<file path="config.mk">
export PLATFORM = sky130hd
export DESIGN_NAME = sbp_cell
export DESIGN_NICKNAME = d
export VERILOG_FILES = /design/src/hdl/sbp_pkg.sv /design/src/hdl/sbp_cell.sv
export SDC_FILE = /design/constraint.sdc
export NUM_CORES = 1
export LEC_CHECK = 0
export BUFFER_PORTS_ARGS = -buffer_cell sky130_fd_sc_hd__buf_4
export CAP_MARGIN = 20
export CORE_MARGIN = 5
export CORE_UTILIZATION = 37
export DETAILED_ROUTE_END_ITERATION = 10
export GPL_TIMING_DRIVEN = 1
export HOLD_SLACK_MARGIN = 0.15
export SYNTH_ARGS = -nofsm -noshare
export SYNTH_HDL_FRONTEND = slang
export SYNTH_SLANG_ARGS = --single-unit
export TNS_END_PERCENT = 30
</file>
<file path="constraint.sdc">
create_clock -name clk -period 3.5 [get_ports clk]
set_clock_uncertainty 0.05 [all_clocks]
set_input_delay 0.7 -clock clk [delete_from_list [all_inputs] [get_ports clk]]
set_output_delay 0.7 -clock clk [all_outputs]
set_load 0.01 [all_outputs]
</file>
<file path="src/hdl/sbp_pkg.sv">
// Shared constants, types and codes of the skyline box placer.
package sbp_pkg;
	localparam int MaxCols = 256;
	localparam int ColW = $clog2(MaxCols);
	localparam int CntW = $clog2(MaxCols + 1);
	localparam int DepthW = 16;

	localparam logic [0:0] REG_BIN_WIDTH = 1'b0;
	localparam logic [0:0] REG_BIN_HEIGHT = 1'b1;
	localparam logic ACT_PLACE = 1'b0;
	localparam logic ACT_CLEAR = 1'b1;

	typedef enum logic [2:0] {
		OP_HOLD, OP_LOAD, OP_WIN, OP_SCAN, OP_WRITE, OP_CLEAR
	} cell_op_t;

	typedef struct packed {
		cell_op_t op;
		logic [ColW-1:0] wr_lo;
		logic [CntW:0] wr_end;
		logic [DepthW-1:0] wr_val;
	} cell_ctl_t;

	typedef enum logic [2:0] {
		S_IDLE, S_LOAD, S_WIN, S_SCAN, S_WRITE, S_OUT
	} state_t;
endpackage

</file>
<file path="src/hdl/sbp_cell.sv">
// One skyline column with its window maximum and shift registers.
module sbp_cell (
	input logic clk,
	input logic arst_n,
	input sbp_pkg::cell_ctl_t ctl,
	input logic [sbp_pkg::ColW-1:0] idx,
	input logic [sbp_pkg::DepthW-1:0] t_in,
	input logic [sbp_pkg::DepthW-1:0] m_in,
	output logic [sbp_pkg::DepthW-1:0] t,
	output logic [sbp_pkg::DepthW-1:0] m
);
	logic [sbp_pkg::DepthW-1:0] sky_q, t_q, m_q;
	logic hit;

	assign hit = (idx >= ctl.wr_lo) &&
		({{(sbp_pkg::CntW + 1 - sbp_pkg::ColW){1'b0}}, idx} < ctl.wr_end);

	always_ff @(posedge clk or negedge arst_n) begin
		if (!arst_n) begin
			sky_q <= '0;
		end else if (ctl.op == sbp_pkg::OP_CLEAR) begin
			sky_q <= '0;
		end else if (ctl.op == sbp_pkg::OP_WRITE && hit) begin
			sky_q <= ctl.wr_val;
		end
	end

	always_ff @(posedge clk) begin
		case (ctl.op)
			sbp_pkg::OP_LOAD: begin
				t_q <= sky_q;
				m_q <= '0;
			end
			sbp_pkg::OP_WIN: begin
				t_q <= t_in;
				m_q <= (t_q > m_q) ? t_q : m_q;
			end
			sbp_pkg::OP_SCAN: m_q <= m_in;
			default: ;
		endcase
	end

	assign t = t_q;
	assign m = m_q;
endmodule

</file>
==> results.yml <==
synthesis:
  yosys_warnings: 0
  yosysUniqueCellTypes: 36
  netlist_area_mm2: 0.00281
  synth.area.top_cells: "edfxtp_1, dfrtp_1, ha_1"
  postSynthAreaPerCell_um2: 12.0
  synth_top_area_share_pct: 34.2
  synth_top_cell_by_area: "edfxtp_1"
  syn_nets: 345
  yosysSeqAreaShare_pct: 48.4
  synth_seq_cells: 48
  netlist_instances: 235
global_route:
  grt_pass1_wl_um: 11100
  grt_pass1_vias: 2348
  grt_max_degree: 24
  track_usage_pct: 14.3
  grt_antenna_before_repair: 0
  grt_overflow: 0
place:
  gp_congestion: 0.754
  dp_hpwl_um: 5740
  port_buffers: 110
  dp_cells: 440
  placed_area_mm2: 0.00374
setup_path:
  critical_path_class: "flip-flop to flip-flop"
  cp.required_ps: 3450
  path_cells: "ha_1 > nand4_1 > or2_2 > nor2_1 > o21ai_0 > a311oi_2 > buf_4"
  r2r-end: "m[1]$_DFFE_PP_"
  rr_worst_depth: 7
  worstPathMaxFanout: 13
  cp-endpoint: "m[1]$_DFFE_PP_"
  r2r_start: "t[11]$_DFFE_PP_"
  worst_setup_path_end_kind: "flip-flop"
  startpoint_type: "flip-flop"
  slowest_stage: "edfxtp_1"
  arrival_ps: 2490
  crit_path_max_incr_delay_ps: 460
  r2r_slack_ps: 960
  crit_start: "t[11]$_DFFE_PP_"
clock_network:
  clk_path_buf_depth: 2
  cts_hold_buffers: 0
  cts.clk_slew.worst_paths_ps: 80
  htree_levels: 2
  clock-sinks: 48
  cts_resized: 0
  cts_made_buffers: 5
  cts_tree: "yes"
  cts_setup_buffers: 0
  root_buffer: "clkbuf_8"
  clk_latency_ps: 300
detailed_routing:
  drc: 0
  first_pass_iters: 4
  wl_um: 6830
  postRouteAntennaNets: 0
  route.vias.total: 2129
  avgViaCountPerCell: 4.75
  drt_iter0_markers: 54
  wl_per_cell_um: 15.2
power_and_ir_drop:
  ir_drop_mv: 0.154
  share_comb_of_total_power_pct: 24.2
  p_switching_uw: 356
  intPower_uw: 997
  p_sw_share_pct: 26.3
  clkPwrFrac_pct: 23.5
  power_frac_seq_pct: 52.2
  p_per_area_mw_per_mm2: 353
  power_leakage_uw: 0.00192
timing:
  tightest_slew_ps: 599
  rsz0062_at_grt: "no"
  finalCriticalPeriod_ps: 2540
  max_slew_margin_pct: 60.0
  fin_tns_setup_ps: 0
  slew_viol_final: 0
  max_freq_mhz: 394
  setup_violations: 0
  fin_crit_sh_pct: 72.6
  hold_viol: 0
finish:
  fillers: 685
  final_common_cell: "buf_4"
  drive_gt1_share_pct: 41.0
  nets: 458
  final_area_mm2: 0.00383
  area_growth_pct: 36.2
  layout_common_cells: "buf_4, inv_1, edfxtp_1"
  n_antenna_cell: 0
  instances_no_fill: 448
die:
  ios: 111
  core-area_mm2: 0.00733
  die-area_mm2: 0.00944
  die_h_um: 97.2
  initial_core_util_pct: 38.3
  rows: 31
  fp.dieW_um: 97.2
run:
  drv_cap: 0
outcome:
  status: "finished, final reports clean"
min_path:
  holdCritPathClass: "primary input to async pin"
[metal layers]
| metal | up-vias | track usage [%] | wire, um |
|---|---|---|---|
| li1 | 1088 | - | - |
| met1 | 979 | 17.1 | 2910 |
| met2 | 58 | 25.9 | 3500 |
| met3 | 4 | 3.23 | 366 |
| met4 | 0 | 3.56 | 54 |
| met5 | - | 0 | 0 |
[worst max-delay path, delay by kind of cell, from the launching register on]
family	cells	cell delay (ps)
and+or+nand+nor	3	560
AOI/OAI and AO/OA	2	540
DFF	1	460
adders and majority gates	1	330
buffers and inverters	1	290
[cells in the mapped netlist (all sizes together)]
| cell | instances |
|---|---|
| inv | 34 |
| edfxtp | 32 |
| ha | 31 |
| nor2 | 20 |
| dfrtp | 16 |
| mux2 | 16 |
| mux2i | 16 |
| a22o | 15 |
| a21o | 7 |
| buf | 6 |
| nand2 | 5 |
| o21ai | 5 |
| a21oi | 4 |
| nand4 | 4 |
| a211oi | 3 |
| a221oi | 2 |
| nor2b | 2 |
| o211ai | 2 |
| o21a | 2 |
| a211o | 1 |
| a22oi | 1 |
| a311oi | 1 |
| and3 | 1 |
| and3b | 1 |
| and4 | 1 |
| clkbuf | 1 |
| nand2b | 1 |
| o2111ai | 1 |
| o22a | 1 |
| o22ai | 1 |
| or2 | 1 |
| xnor2 | 1 |
[registers in the layout, summed over array words and instances (netlist names)]
name,count
m,16
sky_q,16
t,16
[worst min-delay path by stage]
| stage | startpoint | endpoint | slack [ps] | cells past startpoint |
|---|---|---|---|---|
| 2_1_floorplan | arst_n | sky_q[0]$_DFFE_PN0P_ | 350 | 0 |
| 3_3_place_gp | sky_q[12]$_DFFE_PN0P_ | sky_q[12]$_DFFE_PN0P_ | 430 | 1 |
| 3_5_place_dp | sky_q[2]$_DFFE_PN0P_ | sky_q[2]$_DFFE_PN0P_ | 440 | 1 |
| 4_1_cts | arst_n | sky_q[8]$_DFFE_PN0P_ | 190 | 1 |
| 5_1_grt | arst_n | sky_q[8]$_DFFE_PN0P_ | 200 | 1 |
| 6_report | arst_n | sky_q[8]$_DFFE_PN0P_ | 190 | 1 |
[metrics by stage]
stage	utilization [%]	setup slack [ps]	power (uW)	hold slack, ps
4_1_cts	52.2	920	1370	188
6_report	52.2	959	1350	195
3_5_place_dp	51.0	797	1050	438
3_3_place_gp	51.0	829	1050	428
5_1_grt	52.2	803	1430	202
2_1_floorplan	-	291	887	354
[power by group through the flow]
stage               logic [uW]  registers, uW  clock network [uW]
finish                     328            707                 318
global placement           330            718                   0
global route               367            714                 348
floorplan                  166            721                   0
CTS                        335            707                 330
detailed placement         333            719                   0
[cells by family (layout without fill, tap and decap cells)]
logic type,Yosys count,count (layout),share of synthesized area [%]
xor gates and xnor gates,1,1,0.312
and+or+nand+nor,36,36,6.14
buffers and inverters,41,155,6.28
AOI/OAI and AO/OA,46,46,12.9
muxes,32,32,12.1
adders and majority gates,31,31,13.8
DFF,48,48,48.4
[area by class of cell]
class                   instances  area [um^2]  share of cell area [%]
flip-flops and latches         48         1360                    35.6
clock buffers                   5         68.8                    1.80
clock inverters                 3         18.8                   0.490
inverters                      34          128                    3.33
well taps                      99          124                    3.24
repair buffers                113          848                    22.2
multi-input cells             146         1280                    33.4
Note: power is estimated with default switching activity, not from simulation.
